**src/rtl/n2a_pkg.sv**
```systemverilog
// shared types, constants and helper functions of the number to ascii formatter
package n2a_pkg;

    localparam int VALUE_W = 24;
    localparam int CHAR_W  = 7;
    localparam int IDX_W   = 3;
    localparam int DIG_W   = 4;
    localparam int ADDR_W  = 3;
    localparam int DATA_W  = 32;

    // register index decoded from paddr[2]
    localparam logic REG_NUMBER_FORMAT = 1'b0;

    localparam logic [CHAR_W-1:0] CH_ZERO  = 7'h30;
    localparam logic [CHAR_W-1:0] CH_X     = 7'h78;
    localparam logic [CHAR_W-1:0] CH_ALPHA = 7'h37;
    localparam logic [3:0]        NIB_NINE = 4'h9;

    localparam logic [IDX_W-1:0] IDX_LAST_DEC = 3'd7;

    typedef enum logic {
        FMT_HEX = 1'b0,
        FMT_DEC = 1'b1
    } t_fmt;

    typedef enum logic [2:0] {
        ST_IDLE,
        ST_ZERO,
        ST_SCAN,
        ST_DIGIT,
        ST_HEX0,
        ST_HEXX,
        ST_HEXD
    } t_state;

    typedef struct packed {
        logic [VALUE_W-1:0] diff;
        logic               borrow;
    } t_sub_res;

    function automatic logic [VALUE_W-1:0] decade(input logic [IDX_W-1:0] idx);
        logic [VALUE_W-1:0] d;
        unique case (idx)
            3'd0:    d = 24'd10000000;
            3'd1:    d = 24'd1000000;
            3'd2:    d = 24'd100000;
            3'd3:    d = 24'd10000;
            3'd4:    d = 24'd1000;
            3'd5:    d = 24'd100;
            3'd6:    d = 24'd10;
            default: d = 24'd1;
        endcase
        return d;
    endfunction

    function automatic logic [CHAR_W-1:0] hex_char(input logic [3:0] nib);
        logic [CHAR_W-1:0] base;
        base = (nib > NIB_NINE) ? CH_ALPHA : CH_ZERO;
        return base + {3'b000, nib};
    endfunction

endpackage

```
**src/rtl/n2a_sub.sv**
```systemverilog
// shared subtract and compare unit against the selected decade
module n2a_sub (
    input  logic [n2a_pkg::VALUE_W-1:0] i_a,
    input  logic [n2a_pkg::IDX_W-1:0]   i_idx,
    output n2a_pkg::t_sub_res           o_res
);
    import n2a_pkg::*;

    logic [VALUE_W:0] w_diff;

    assign w_diff       = {1'b0, i_a} - {1'b0, decade(i_idx)};
    assign o_res.diff   = w_diff[VALUE_W-1:0];
    assign o_res.borrow = w_diff[VALUE_W];

endmodule

```
**src/rtl/n2a_ctrl.sv**
```systemverilog
// sequencer that walks decades or nibbles and drives the character register
module n2a_ctrl (
    input  logic                        i_clk,
    input  logic                        i_rst_n,
    input  n2a_pkg::t_fmt               i_fmt,
    input  logic                        i_in_valid,
    output logic                        o_in_stall,
    input  logic [n2a_pkg::VALUE_W-1:0] i_value,
    output logic                        o_out_valid,
    input  logic                        i_out_stall,
    output logic [n2a_pkg::CHAR_W-1:0]  o_character,
    output logic                        o_last
);
    import n2a_pkg::*;

    t_state              r_state, n_state;
    logic [VALUE_W-1:0]  r_val, n_val;
    logic [IDX_W-1:0]    r_idx, n_idx;
    logic [DIG_W-1:0]    r_dig, n_dig;
    logic                r_out_valid, n_out_valid;
    logic [CHAR_W-1:0]   r_char, n_char;
    logic                r_last, n_last;

    t_sub_res            w_sub;
    logic                w_slot;
    logic [4:0]          w_shamt;
    logic [VALUE_W-1:0]  w_shifted;

    n2a_sub u_sub (
        .i_a   (r_val),
        .i_idx (r_idx),
        .o_res (w_sub)
    );

    assign w_slot    = !r_out_valid || !i_out_stall;
    assign w_shamt   = {r_idx, 2'b00};
    assign w_shifted = r_val >> w_shamt;

    always_ff @(posedge i_clk) begin
        if (!i_rst_n) begin
            r_state     <= ST_IDLE;
            r_out_valid <= 1'b0;
        end else begin
            r_state     <= n_state;
            r_out_valid <= n_out_valid;
        end
        r_val  <= n_val;
        r_idx  <= n_idx;
        r_dig  <= n_dig;
        r_char <= n_char;
        r_last <= n_last;
    end

    always_comb begin
        n_state     = r_state;
        n_val       = r_val;
        n_idx       = r_idx;
        n_dig       = r_dig;
        n_char      = r_char;
        n_last      = r_last;
        n_out_valid = r_out_valid && i_out_stall;

        unique case (r_state)
            ST_IDLE: begin
                if (i_in_valid) begin
                    n_val = i_value;
                    n_dig = '0;
                    if (i_fmt == FMT_HEX) begin
                        n_state = ST_HEX0;
                        if (i_value[23:16] != 8'h00) begin
                            n_idx = 3'd5;
                        end else if (i_value[15:8] != 8'h00) begin
                            n_idx = 3'd3;
                        end else begin
                            n_idx = 3'd1;
                        end
                    end else if (i_value == '0) begin
                        n_state = ST_ZERO;
                        n_idx   = '0;
                    end else begin
                        n_state = ST_SCAN;
                        n_idx   = '0;
                    end
                end
            end
            ST_ZERO: begin
                if (w_slot) begin
                    n_out_valid = 1'b1;
                    n_char      = CH_ZERO;
                    n_last      = 1'b1;
                    n_state     = ST_IDLE;
                end
            end
            ST_SCAN: begin
                // skip leading decades larger than the value
                if (w_sub.borrow) begin
                    n_idx = r_idx + 3'd1;
                end else begin
                    n_state = ST_DIGIT;
                end
            end
            ST_DIGIT: begin
                if (!w_sub.borrow) begin
                    n_val = w_sub.diff;
                    n_dig = r_dig + 4'd1;
                end else if (w_slot) begin
                    n_out_valid = 1'b1;
                    n_char      = CH_ZERO + {3'b000, r_dig};
                    n_last      = (r_idx == IDX_LAST_DEC);
                    n_dig       = '0;
                    if (r_idx == IDX_LAST_DEC) begin
                        n_state = ST_IDLE;
                    end else begin
                        n_idx = r_idx + 3'd1;
                    end
                end
            end
            ST_HEX0: begin
                if (w_slot) begin
                    n_out_valid = 1'b1;
                    n_char      = CH_ZERO;
                    n_last      = 1'b0;
                    n_state     = ST_HEXX;
                end
            end
            ST_HEXX: begin
                if (w_slot) begin
                    n_out_valid = 1'b1;
                    n_char      = CH_X;
                    n_last      = 1'b0;
                    n_state     = ST_HEXD;
                end
            end
            ST_HEXD: begin
                if (w_slot) begin
                    n_out_valid = 1'b1;
                    n_char      = hex_char(w_shifted[3:0]);
                    n_last      = (r_idx == '0);
                    if (r_idx == '0) begin
                        n_state = ST_IDLE;
                    end else begin
                        n_idx = r_idx - 3'd1;
                    end
                end
            end
            default: begin
                n_state = ST_IDLE;
            end
        endcase
    end

    assign o_in_stall  = (r_state != ST_IDLE);
    assign o_out_valid = r_out_valid;
    assign o_character = r_char;
    assign o_last      = r_last;

endmodule

```
**src/rtl/number_to_ascii_formatter.sv**
```systemverilog
// top level: apb format register and the character sequencer
// hex emits 0 and x, then one character per nibble; decimal runs on the single shared subtractor
//   (decade scan plus up to nine subtractions and one emit per decade)
// the input is stalled while a value is in work
// reset: synchronous active low, clears control state, format register to decimal
module number_to_ascii_formatter (
    input  logic                        i_clk,
    input  logic                        i_rst_n,
    // apb configuration port
    input  logic                        psel,
    input  logic                        penable,
    input  logic                        pwrite,
    input  logic [n2a_pkg::ADDR_W-1:0]  paddr,
    input  logic [n2a_pkg::DATA_W-1:0]  pwdata,
    output logic [n2a_pkg::DATA_W-1:0]  prdata,
    output logic                        pready,
    // input transaction
    input  logic                        i_in_valid,
    output logic                        o_in_stall,
    input  logic [n2a_pkg::VALUE_W-1:0] i_value,
    // output transaction, one character each
    output logic                        o_out_valid,
    input  logic                        i_out_stall,
    output logic [n2a_pkg::CHAR_W-1:0]  o_character,
    output logic                        o_last
);
    import n2a_pkg::*;

    t_fmt r_fmt, n_fmt;
    logic w_wr;
    logic w_sel_fmt;

    // register index lives in paddr[2], byte lanes below are ignored
    assign w_sel_fmt = (paddr[2] == REG_NUMBER_FORMAT);
    assign w_wr      = psel && penable && pwrite && pready;

    always_comb begin
        n_fmt = r_fmt;
        if (w_wr && w_sel_fmt) begin
            n_fmt = t_fmt'(pwdata[0]);
        end
    end

    always_ff @(posedge i_clk) begin
        if (!i_rst_n) begin
            r_fmt <= FMT_DEC;
        end else begin
            r_fmt <= n_fmt;
        end
    end

    // no wait states, reads of unused addresses return zero
    assign pready = 1'b1;
    assign prdata = w_sel_fmt ? {{(DATA_W-1){1'b0}}, r_fmt} : '0;

    // sequencer: decimal by repeated subtraction, hex by nibble select
    n2a_ctrl u_ctrl (
        .i_clk       (i_clk),
        .i_rst_n     (i_rst_n),
        .i_fmt       (r_fmt),
        .i_in_valid  (i_in_valid),
        .o_in_stall  (o_in_stall),
        .i_value     (i_value),
        .o_out_valid (o_out_valid),
        .i_out_stall (i_out_stall),
        .o_character (o_character),
        .o_last      (o_last)
    );

endmodule

```
**config.mk**
```make
export PLATFORM = sky130hd
export DESIGN_NAME = number_to_ascii_formatter
export DESIGN_NICKNAME = d
export VERILOG_FILES = /design/src/rtl/n2a_pkg.sv /design/src/rtl/n2a_sub.sv /design/src/rtl/n2a_ctrl.sv /design/src/rtl/number_to_ascii_formatter.sv
export SDC_FILE = /design/constraint.sdc
export NUM_CORES = 1
export LEC_CHECK = 0
export CORE_MARGIN = 2
export CORE_UTILIZATION = 59
export CTS_CLUSTER_SIZE = 8
export DETAILED_ROUTE_END_ITERATION = 8
export DONT_BUFFER_PORTS = 1
export GPL_ROUTABILITY_DRIVEN = 1
export HOLD_SLACK_MARGIN = 0.03
export PLACE_DENSITY = 0.8
export SLEW_MARGIN = 20
export SYNTH_ARGS = -nofsm -noshare
export SYNTH_HDL_FRONTEND = slang
export SYNTH_SLANG_ARGS = --single-unit
```
**constraint.sdc**
```tcl
create_clock -name i_clk -period 4.7 [get_ports i_clk]
set_clock_uncertainty 0.15 [all_clocks]
set_input_delay 0.235 -clock i_clk [delete_from_list [all_inputs] [get_ports i_clk]]
set_output_delay 0.235 -clock i_clk [all_outputs]
set_load 0.05 [all_outputs]
```
==> impl_results.md, run 1 <==
- Count of pins over their slew limit: 0
- DRC: 0
- Synth Cell Area: 3990 µm²
- Share of layout cells above drive strength 1: 6.25%
- Hold Slack: 0.0771 ns
- Drt first pass iters: 5
- Via Count: 3,567
- Worst-skew pair later-pin latency: 0.31 ns
- DIE WIDTH: 86.2 µm
- Setup Crit Path Kind: reg2reg
- Crit share post-route: 95.9%
- EDFF count, synth: 39
- Hpwl dp: 6.98 mm
- Total clock sinks: 44
- Crit start category: register
- Via/cell ratio: 6.23
- Primary FF master, synth: edfxtp_1
- Fmax: 0.222 GHz
- R2R setup slack: 0.19 ns
- HP Class: in2reg
- Critical Path AT: 4.34 ns
- Pwr dens: 771 nW/µm²
- Least-Margin Pin Slew: 0.885 ns
- CTS tree: yes
- Core area: 6460 µm²
- Hold Violations, Final: 0
- DRT iter0 DRCs: 391
- Vias in the first global route: 3,336
- Filler instances: 517
- Reg-to-Reg End: u_ctrl.r_idx[2]$_DFFE_PP_
- R2R Path Start: u_ctrl.r_idx[1]$_DFFE_PP_
- Worst EP required: 4.53 ns
- First-pass GRT wire length: 15.8 mm
- Synthesized area per cell: 8.52 µm²
- Setup_tns: 0 ns
- Sequential standard cell area: 1270 µm²
- Detail Route Antenna Nets: 0
- CP Capture Type: register
- Layout Nets: 593
- Post-synth top area share: 29.4%
- Yosys top cell by area: edfxtp_1
- Slew margin rel.: 40.8%
- FP Rows: 29
- Pwr Total: 3370 µW
- Worst-path fanout max: 8
- R2R cell count: 14
- Initial Util: 61.7%
- TritonCTS Buffers: 5
- CTS max path bufs: 2
- Initial antenna violation count: 0
- Max-cap violations: 0
- Synth top area cells: edfxtp_1 29%, ha_1 9.4%, o21ai_0 6.7%
- Htree depth: 2
- Yosys cell types: 63
- Status: finished, final reports clean
- All-Layer GR Usage: 26.7%
- Remaining Overflow, GRT: 0
- Chip Height: 86.2 µm
- Peak supply drop: 0.363 mV
- WL per Instance: 16.7 µm
- Die Footprint: 7430 µm²
- Post-synthesis sequential area ratio: 31.9%
- FFs w/ async S/R, synth: 0%
- Pin count of the biggest net entering global routing: 45
- Routed WL: 9.59 mm
- Cells after Synth: 468
- Area grow syn2layout: 9.48%
- Synthesized flop and latch total: 44
- PortBufs: 0
- Hold path start: i_value[0]
- RSZ-0062 raised after global routing: false
- Area of the multi-input gates: 2480 µm²
- Total leakage power: 0.00176 µW
- Fin crit period: 4.51 ns
- WHS Endpoint: u_ctrl.r_val[0]$_DFFE_PP_
- # diodes: 0
- Hold path depth: 2
- RePlAce Congestion: 0.896
- CTS Root Cell: clkbuf_8
- Final setup fails: 0
- IO Pins: 109
- Ys Warns: 0
- Clock transition at the registers of the reported paths: 0.09 ns
-- power breakdown --
part	switching, µW	leakage [µW]	internal, µW
registers	206	0.000407	598
logic	1350	0.00130	903
clock network	144	0.0000548	160
-- registers in the layout, summed over array words and instances (netlist names) --
register and cells:
u_ctrl.o_out_valid 1, r_fmt 1, u_ctrl.r_idx 3, u_ctrl.o_character 7, u_ctrl.r_dig 4, u_ctrl.r_state 3
u_ctrl.o_last 1, u_ctrl.r_val 24
-- through the flow --
stage               cells  setup WS (ns)  utilization, %  cell area [µm²]
finish                573          0.192            67.6             4360
global route          573         0.0178            67.6             4360
CTS                   571          0.162            67.3             4350
detailed placement    537          0.186            61.5             3970
global placement      537          0.242            61.5             3970
floorplan             498          0.179               -             4100
-- critical path: stages (launching register included) --
cell,delay [ns]
edfxtp_1,0.43
buf_4,0.18
ha_1,0.24
or3_1,0.39
or2_2,0.32
nand2_1,0.16
and2_1,0.15
ha_2,0.32
and3_1,0.16
a221o_1,0.35
a31o_4,0.29
a211oi_4,0.31
o21bai_4,0.14
o21bai_1,0.18
a221oi_2,0.39
-- cell type report --
cell class              instances  area share [%]
clock inverters                 3            1.06
repair buffers                 36            7.97
flip-flops and latches         44            29.1
multi-input cells             393            56.8
clock buffers                   5            1.58
well taps                      77            2.21
inverters                      15            1.29
-- Yosys cell counts (2+ instances only) --
library cell   n
nor4_1         5
or4_1          2
o2111ai_1      3
a21o_1         4
clkinv_1       3
or2_2          2
nand2b_1       2
nor3_1         8
and3_1         6
mux4_2         4
clkbuf_1      11
buf_2          2
xnor2_1       13
a211oi_1       2
o31ai_1        3
edfxtp_1      39
inv_1         12
o22ai_1        2
mux2i_1        5
or3_1          5
conb_1         2
o21a_1         2
fa_1           2
ha_1          30
nor2b_1        3
o31a_1         2
o21ai_0       53
buf_4         32
nand2_1       67
nor2_1        41
o21bai_1       3
xor2_1        11
dfxtp_1        5
nand4_1        6
o311a_1        2
a21oi_1       35
o311ai_0       2
nand3_1       11
and2_1         2
-- what timing repair did --
item,CTS,global route
resized for setup,0,1
endpoints found under the setup margin,0,34
buffers inserted,0,2
hold buffers,26,0
endpoints found under the hold margin,29,0
-- layout by cell type (no fill, tap or decap), types with 2 or more instances in the layout --
cell type	n
a211oi_1	2
a21o_1	4
a21oi_1	35
and2_1	2
and3_1	6
buf_4	9
clkbuf_8	5
clkinv_1	3
conb_1	32
dfxtp_1	5
dlygate4sd3_1	26
edfxtp_1	39
fa_1	2
ha_1	29
inv_1	12
mux2i_1	5
mux4_2	4
nand2_1	67
nand2b_1	2
nand3_1	11
nand4_1	6
nor2_1	41
nor2b_1	3
nor3_1	8
nor4_1	5
o2111ai_1	3
o21a_1	2
o21ai_0	53
o21bai_1	3
o22ai_1	2
o311a_1	2
o311ai_0	2
o31a_1	2
o31ai_1	3
or2_2	2
or3_1	5
or4_1	2
xnor2_1	13
xor2_1	11
-- layer usage --
layer / global-route usage, % / wire length (µm) / vias to the layer above
li1: - / - / 1706
met1: 36.0 / 4110 / 1675
met2: 43.3 / 4540 / 161
met3: 4.48 / 690 / 25
met4: 10.4 / 252 / 0
met5: 0 / 0 / -
-- worst max-delay path by stage --
| stage | start | end | depth (start not counted) |
|---|---|---|---|
| 2_1_floorplan | u_ctrl.r_idx[0]$_DFFE_PP_ | u_ctrl.o_character[0]$_DFFE_PP_ | 16 |
| 3_3_place_gp | u_ctrl.r_idx[0]$_DFFE_PP_ | u_ctrl.r_idx[1]$_DFFE_PP_ | 14 |
| 3_5_place_dp | u_ctrl.r_idx[0]$_DFFE_PP_ | u_ctrl.r_idx[0]$_DFFE_PP_ | 14 |
| 4_1_cts | u_ctrl.r_idx[0]$_DFFE_PP_ | u_ctrl.r_idx[2]$_DFFE_PP_ | 14 |
| 5_1_grt | u_ctrl.r_idx[1]$_DFFE_PP_ | u_ctrl.r_idx[2]$_DFFE_PP_ | 14 |
| 6_report | u_ctrl.r_idx[1]$_DFFE_PP_ | u_ctrl.r_idx[2]$_DFFE_PP_ | 14 |
-- cell families after synthesis --
| logic type | count (synthesis) | synth area share (%) |
|---|---|---|
| flip-flops | 44 | 31.9 |
| multiplexers | 10 | 3.80 |
| buffers and inverters | 61 | 8.85 |
| adder cells (fa/ha/maj) | 32 | 10.4 |
| other | 2 | 0.188 |
| AND/OR/NAND/NOR | 163 | 18.4 |
| AO/OA/AOI/OAI | 132 | 21.2 |
| XOR/XNOR | 24 | 5.27 |
Note: power is estimated with default switching activity, not from simulation.
==> run 2, diff against run 1 <==
- ABC_AREA: unset -> 1
- SYNTH_HIERARCHICAL: unset -> 1
==> run 2 against run 1 <==
  * Sequential share of layout area is 2.8 points lower
  * Register-to-register slack improved by 0.62 ns
  * Worst setup slack improved by 0.62 ns
  * Synthesized area increased by 18%
  * Highest routed layer unchanged
  * Fmax rose by 16%
  * Largest power group unchanged
  * Design area up 11%
  * Hold slack worse by 0.014 ns
  * Sequential power is 7.1% higher
  * Global-route usage is 0.13 points lower
==> impl_results.md, run 2 <==
- Initial Util: 61.1% (-0.61 points)
- Ys Warns: 6 (+6)
- Total leakage power: 0.00244 µW (+38%)
- Fmax: 0.257 GHz (+16%)
- Commonest cells in the netlist: 215 x nand2_1, 115 x inv_1, 49 x nor2_1
- Largest register FFs: 24 (unchanged)
- Setup Crit Path Kind: reg2reg
- Crit share post-route: 82.6% (-13 points)
- Critical Path AT: 3.67 ns (-0.67 ns)
- Yosys top cell by area: edfxtp_1
- Remaining Overflow, GRT: 0 (unchanged)
- Critical Path Slowest Stage Cell: edfxtp_1
- Worst Setup SP: u_ctrl/r_idx[2]$_DFFE_PP_
- Via Count: 4,342 (+22%)
- CP Capture Type: register
- FFs w/ async S/R, synth: 0% (unchanged)
- Slew margin rel.: 41.5% (+0.73 points)
- Total clock sinks: 44 (unchanged)
- Layout Nets: 797 (+34%)
- Crit path cell chain: inv_1 > nand3_1 > a21boi_0 > ha_1 > nand2_1 > nor3_2 > inv_2 > nor2_1 > nand2_1 > nand2_1 > a21oi_2 > inv_1 > nand2_8 > nand2_4 > nor4b_1
- Yosys cell types: 54 (-14%)
- Synth top area cells: edfxtp_1 25%, nand2_1 17%, inv_1 9.1%
- Clock share of power: 7.6% (-1.4 points)
- All-Layer GR Usage: 26.6% (-0.13 points)
- Cells after Synth: 702 (+50%)
- Vias in the first global route: 3,988 (+20%)
- HP Class: in2reg
- EDFF count, synth: 39 (unchanged)
- Max incr delay on CP: 0.64 ns (+0.21 ns)
- Worst EP required: 4.49 ns (-0.04 ns)
- Drt first pass iters: 5 (unchanged)
- Die Footprint: 8730 µm² (+18%)
- Max-cap violations: 0 (unchanged)
- Pwr Total: 4020 µW (+20%)
- Comb pwr share: 71.0% (+3.9 points)
- IO Pins: 109 (unchanged)
- Synthesized flop and latch total: 44 (unchanged)
- Crit-path most repeated cell: nand2_1
- Share of layout cells above drive strength 1: 9.66% (+3.4 points)
- Worst path buffer plus inverter count: 3 (+2)
- Final setup fails: 0 (unchanged)
- Hold Slack: 0.0627 ns (-0.0144 ns)
- Post-synth top area share: 24.8% (-4.6 points)
- Crit start category: register
- Int Pwr: 1730 µW (+4.0%)
- Core Util, Final: 62.5% (-5.0 points)
- Primary FF master, synth: edfxtp_1
- Routed WL: 11.2 mm (+17%)
- Worst-skew pair later-pin latency: 0.30 ns (about the same)
- DIE WIDTH: 93.5 µm (+8.4%)
- WL per Instance: 14.0 µm (-17%)
- CTS max path bufs: 2 (unchanged)
- Count of pins over their slew limit: 0 (unchanged)
- FP Rows: 32 (+10%)
- Clock transition at the registers of the reported paths: 0.09 ns (about the same)
- Worst-path fanout max: 11 (+3)
- Pwr dens: 833 nW/µm² (+8.0%)
- Hold path start: i_value[4]
- Fin crit period: 3.88 ns (-0.624 ns)
- Core area: 7730 µm² (+20%)
- Most common cell after layout, fill and taps aside: nand2_1
- Crit path max-delay family: simple AND/OR/NAND/NOR gates
- Pin count of the biggest net entering global routing: 49 (+8.9%)
- # diodes: 0 (unchanged)
- Initial antenna violation count: 0 (unchanged)
- RePlAce Congestion: 0.968 (+8.1%)
- First-pass GRT wire length: 18.5 mm (+17%)
- Synth Cell Area: 4720 µm² (+18%)
- Biggest register: u_ctrl/r_val
- Chip Height: 93.5 µm (+8.4%)
- Most frequent cell after synthesis: nand2_1
- Setup_tns: 0 ns (unchanged)
- CTS Root Cell: clkbuf_8
- Detail Route Antenna Nets: 0 (unchanged)
- Hpwl dp: 9.09 mm (+30%)
- DRC: 0 (unchanged)
- PortBufs: 0 (unchanged)
- Status: finished, final reports clean
- Htree depth: 2 (unchanged)
- Post-synthesis sequential area ratio: 26.9% (-5.0 points)
- DRT iter0 DRCs: 375 (-4.1%)
- Peak supply drop: 0.364 mV (+0.17%)
- Most frequent cells in the layout: 215 x nand2_1, 115 x inv_1, 48 x nor2_1
- CTS tree: yes
- Switch Pwr: 2300 µW (+35%)
- R2R Path Start: u_ctrl/r_idx[2]$_DFFE_PP_
- Least-Margin Pin Slew: 0.874 ns (-0.0108 ns)
- Seq pwr share: 21.4% (-2.5 points)
- TritonCTS Buffers: 5 (unchanged)
- RSZ-0062 raised after global routing: false
- Sw frac: 57.1% (+6.4 points)
- Via/cell ratio: 5.39 (-13%)
- Hold Violations, Final: 0 (unchanged)
- Area grow syn2layout: 2.36%
- Synthesized area per cell: 6.72 µm² (-21%)
## run 2: path summary, 6_finish.rpt
path | to | slack, ns | cells past startpoint
max | u_ctrl/r_idx[1]$_DFFE_PP_ | 0.82 | 15
min | u_ctrl/r_val[4]$_DFFE_PP_ | 0.06 | 2
max reg2reg | u_ctrl/r_idx[1]$_DFFE_PP_ | 0.82 | 15
min reg2reg | u_ctrl/r_state[2]$_SDFFE_PN0P_ | 0.47 | 2
## run 2: logic make-up (layout without fill, tap and decap cells)
family | after synthesis | after routing | synth area share (%)
compound gates | 85 | 85 | 10.4
xor+xnor | 14 | 14 | 2.60
other cells | 2 | 32 | 0.159
flops | 44 | 44 | 26.9
buf+inv | 170 | 142 | 17.0
fa+ha+maj | 28 | 28 | 7.90
simple gates | 359 | 359 | 35.0
## run 2: power groups by stage
stage                     Clock (µW)  Sequential [µW]  Combinational, µW
after global routing             327              879               3220
after floorplan                    0              774               2320
final                            305              861               2860
after detailed placement           0              867               2780
after CTS                        314              859               2810
after global placement             0              862               2710
## run 2: what timing repair did
item,in CTS,in global routing
hold buffers,6,0
endpoints found under the hold margin,9,0
buffers inserted,0,0
resized for setup,0,0
## run 2: area by class of cell
type	count	area, µm²
Clock buffer	5	68.8
Clock inverter	3	47.5
Fill cell	711	2900
Inverter	126	480
Multi-Input combinational cell	518	2760
Sequential cell	44	1270
Tap cell	102	128
Timing Repair Buffer	8	75.1
## run 2: worst reg2reg max path, delay by kind of cell (launching register included)
family | cells | cell delay (ns)
flip-flops | 1 | 0.64
AO/OA/AOI/OAI | 2 | 0.57
buffers and inverters | 3 | 0.46
adder cells (fa/ha/maj) | 1 | 0.32
AND/OR/NAND/NOR | 9 | 1.40
## run 2: per-layer routing
layer | global-route usage, % | vias to the layer above | wire length [µm]
met5 | 0 | - | 0
li1 | - | 2155 | -
met1 | 36.9 | 1961 | 4970
met2 | 43.5 | 208 | 5130
met4 | 7.35 | 0 | 211
met3 | 3.79 | 18 | 934
## run 2: metrics by stage
step / std cells / worst slack (ns) / area [µm²]
global placement: 792 / 0.990 / 4660
detailed placement: 792 / 0.914 / 4660
global route: 806 / 0.571 / 4830
floorplan: 732 / 0.921 / 4830
CTS: 806 / 0.865 / 4830
finish: 806 / 0.816 / 4830
==> run 3, diff against run 2 <==
- CORE_UTILIZATION: 59 -> 66
- PLACE_DENSITY: 0.8 -> 0.84
- clock period: 4.7 -> 3.9 ns (I/O delays scaled with it)
==> run 3 against run 2 <==
  * Sequential share of layout area fell by 0.68 points
  * Combinational power grew 23%
  * Final cell count increased by 0.87%
  * Non-clock buffer count increased by 13
  * Global-route usage grew 3.2 points
  * Design area up 2.6%
  * First-iteration DRC count up 13%
==> impl_results.md, run 3 (synthesized netlist as in run 2, its figures left out) <==
- Status: finished, final reports clean
- Total clock sinks: 44 (unchanged)
- Hold path depth: 2 (unchanged)
- DRT iter0 DRCs: 422 (+13%)
- WHS Endpoint: u_ctrl/r_val[19]$_DFFE_PP_
- RePlAce Congestion: 0.992 (+2.5%)
- Reg-to-Reg End: u_ctrl/r_idx[0]$_DFFE_PP_
- Initial Util: 68.7% (+7.6 points)
- Drt first pass iters: 5 (unchanged)
- Count of pins over their slew limit: 0 (unchanged)
- Filler instances: 578 (-19%)
- DP Cell Count: 789 (-0.38%)
- Least-Margin Pin Slew: 0.875 ns (+0.000800 ns)
- Worst Setup SP: u_ctrl/r_idx[0]$_DFFE_PP_
- Slew margin rel.: 41.4% (-0.054 points)
- RSZ-0062 raised after global routing: false
- WL per Instance: 14.2 µm (+1.9%)
- IO Pins: 109 (unchanged)
- Worst setup margin: 0.380 ns (-0.437 ns)
- Vias in the first global route: 3,850 (-3.5%)
- DIE WIDTH: 88.6 µm (-5.2%)
- HP Class: in2reg
- Hold path start: i_value[19]
- First-pass GRT wire length: 18.0 mm (-2.6%)
- Hpwl dp: 8.98 mm (-1.2%)
- Largest register FFs: 24 (unchanged)
- Area grow syn2layout: 5.06%
- Detail Route Antenna Nets: 0 (unchanged)
- FP Rows: 30 (-6.3%)
- Chip Height: 88.6 µm (-5.2%)
- Htree depth: 2 (unchanged)
- CTS resizes: 0 (unchanged)
- R2R cell count: 15 (unchanged)
- Worst EP required: 3.78 ns (-0.71 ns)
- R2R setup slack: 0.38 ns (-0.44 ns)
- Fmax: 0.284 GHz (+10%)
- Crit start category: register
- Pwr dens: 987 nW/µm² (+18%)
- CTS Root Cell: clkbuf_8
- Comb pwr share: 71.7% (+0.7 points)
- Critical Path AT: 3.40 ns (-0.27 ns)
- Seq pwr share: 20.7% (-0.7 points)
- Total leakage power: 0.00250 µW (+2.5%)
- Post-CTS setup buffer count: 0 (unchanged)
- Core area: 6870 µm² (-11%)
- Final cell count without fillers: 813 (+0.87%)
- # diodes: 0 (unchanged)
- Biggest register: u_ctrl/r_val
- Share of layout cells above drive strength 1: 9.90% (+0.24 points)
- Post-place setup slack: 0.446 ns (-0.468 ns)
- DRC: 0 (unchanged)
- Fin crit period: 3.52 ns (-0.363 ns)
- Pin count of the biggest net entering global routing: 49 (unchanged)
- All-Layer GR Usage: 29.8% (+3.2 points)
- Setup_tns: 0 ns (unchanged)
- Max-cap violations: 0 (unchanged)
- Hold Slack: 0.0341 ns (-0.0286 ns)
- CTS max path bufs: 2 (unchanged)
- Switch Pwr: 2770 µW (+21%)
- Clock share of power: 7.6% (about the same)
- TritonCTS Buffers: 5 (unchanged)
- CP Capture Type: register
- Routed WL: 11.6 mm (+2.8%)
- Worst-path fanout max: 17 (+6)
- PortBufs: 0 (unchanged)
- Via/cell ratio: 5.34 (-0.88%)
- Final setup fails: 0 (unchanged)
- Most common cell after layout, fill and taps aside: nand2_1
- Most frequent cells in the layout: 215 x nand2_1, 115 x inv_1, 48 x nor2_1
- CTS tree: yes
- Int Pwr: 2120 µW (+23%)
- Remaining Overflow, GRT: 0 (unchanged)
- Initial antenna violation count: 0 (unchanged)
- R2R Path Start: u_ctrl/r_idx[0]$_DFFE_PP_
- Hold Violations, Final: 0 (unchanged)
- Core Util, Final: 72.2% (+9.7 points)
- Via Count: 4,341 (-0.023%)
- Sw frac: 56.6% (-0.47 points)
- Setup Crit Path Kind: reg2reg
- Cts hold-fix bufs: 16 (+10)
- Clock transition at the registers of the reported paths: 0.09 ns (about the same)
- Peak supply drop: 0.466 mV (+28%)
- Crit share post-route: 90.3% (+7.6 points)
- Die Footprint: 7850 µm² (-10%)
- Worst-skew pair later-pin latency: 0.30 ns (about the same)
- Layout Nets: 810 (+1.6%)
[run 3: cell count changes in the layout (fill, tap and decap cells not counted), sizes merged]
cell / change
dlygate4sd3: +10
buf: +3
[run 3: power groups by stage]
| stage | clock network [µW] | logic [µW] | registers (µW) |
|---|---|---|---|
| after CTS | 375 | 3450 | 1010 |
| after global placement | 0 | 3320 | 1010 |
| after floorplan | 0 | 2790 | 933 |
| after detailed placement | 0 | 3410 | 1020 |
| after global routing | 390 | 3910 | 1030 |
| final | 370 | 3510 | 1010 |
[run 3: worst max-delay path: stages (launching register included)]
cell and delay (ns):
edfxtp_1 0.63, nor2_1 0.26, nand2_1 0.19, ha_1 0.39, nand2_1 0.16, inv_1 0.07
nand3_1 0.11, nor2_1 0.08, nor2_2 0.10, nand2_1 0.09, a21oi_2 0.20, inv_1 0.16
nand2_8 0.13, nand2_4 0.05, nor4b_1 0.29, buf_4 0.18
[run 3: worst max-delay path by stage]
stage                                                to  slack, ns  cells past startpoint
after global placement        u_ctrl/r_idx[1]$_DFFE_PP_       0.48                     15
after global routing      u_ctrl/r_dig[0]$_SDFFCE_PN0P_       0.09                     12
after detailed placement      u_ctrl/r_idx[0]$_DFFE_PP_       0.45                     15
after floorplan               u_ctrl/r_val[0]$_DFFE_PP_       0.12                     14
after CTS                     u_ctrl/r_idx[0]$_DFFE_PP_       0.42                     15
final                         u_ctrl/r_idx[0]$_DFFE_PP_       0.38                     15
[run 3: area by class of cell]
type | count | area [µm²] | share of cell area [%]
sequential | 44 | 1270 | 25.6
clock inverter | 3 | 47.5 | 0.959
tap | 96 | 120 | 2.42
timing repair buffer | 21 | 210 | 4.24
inverter | 126 | 480 | 9.69
clock buffer | 5 | 68.8 | 1.39
multi-input combinational | 518 | 2760 | 55.7
[run 3: routing by layer]
metal | up-vias | global-route usage, % | share of wire, %
li1 | 2197 | - | -
met1 | 1927 | 40.7 | 44
met2 | 197 | 49.0 | 46
met3 | 20 | 4.20 | 7.6
met4 | 0 | 9.50 | 2.1
met5 | - | 0 | 0
[run 3: through the flow]
step	power (µW)	area, µm²
CTS	4830	4960
floorplan	3730	4830
detailed placement	4430	4680
global route	5340	4960
finish	4890	4960
global placement	4340	4680
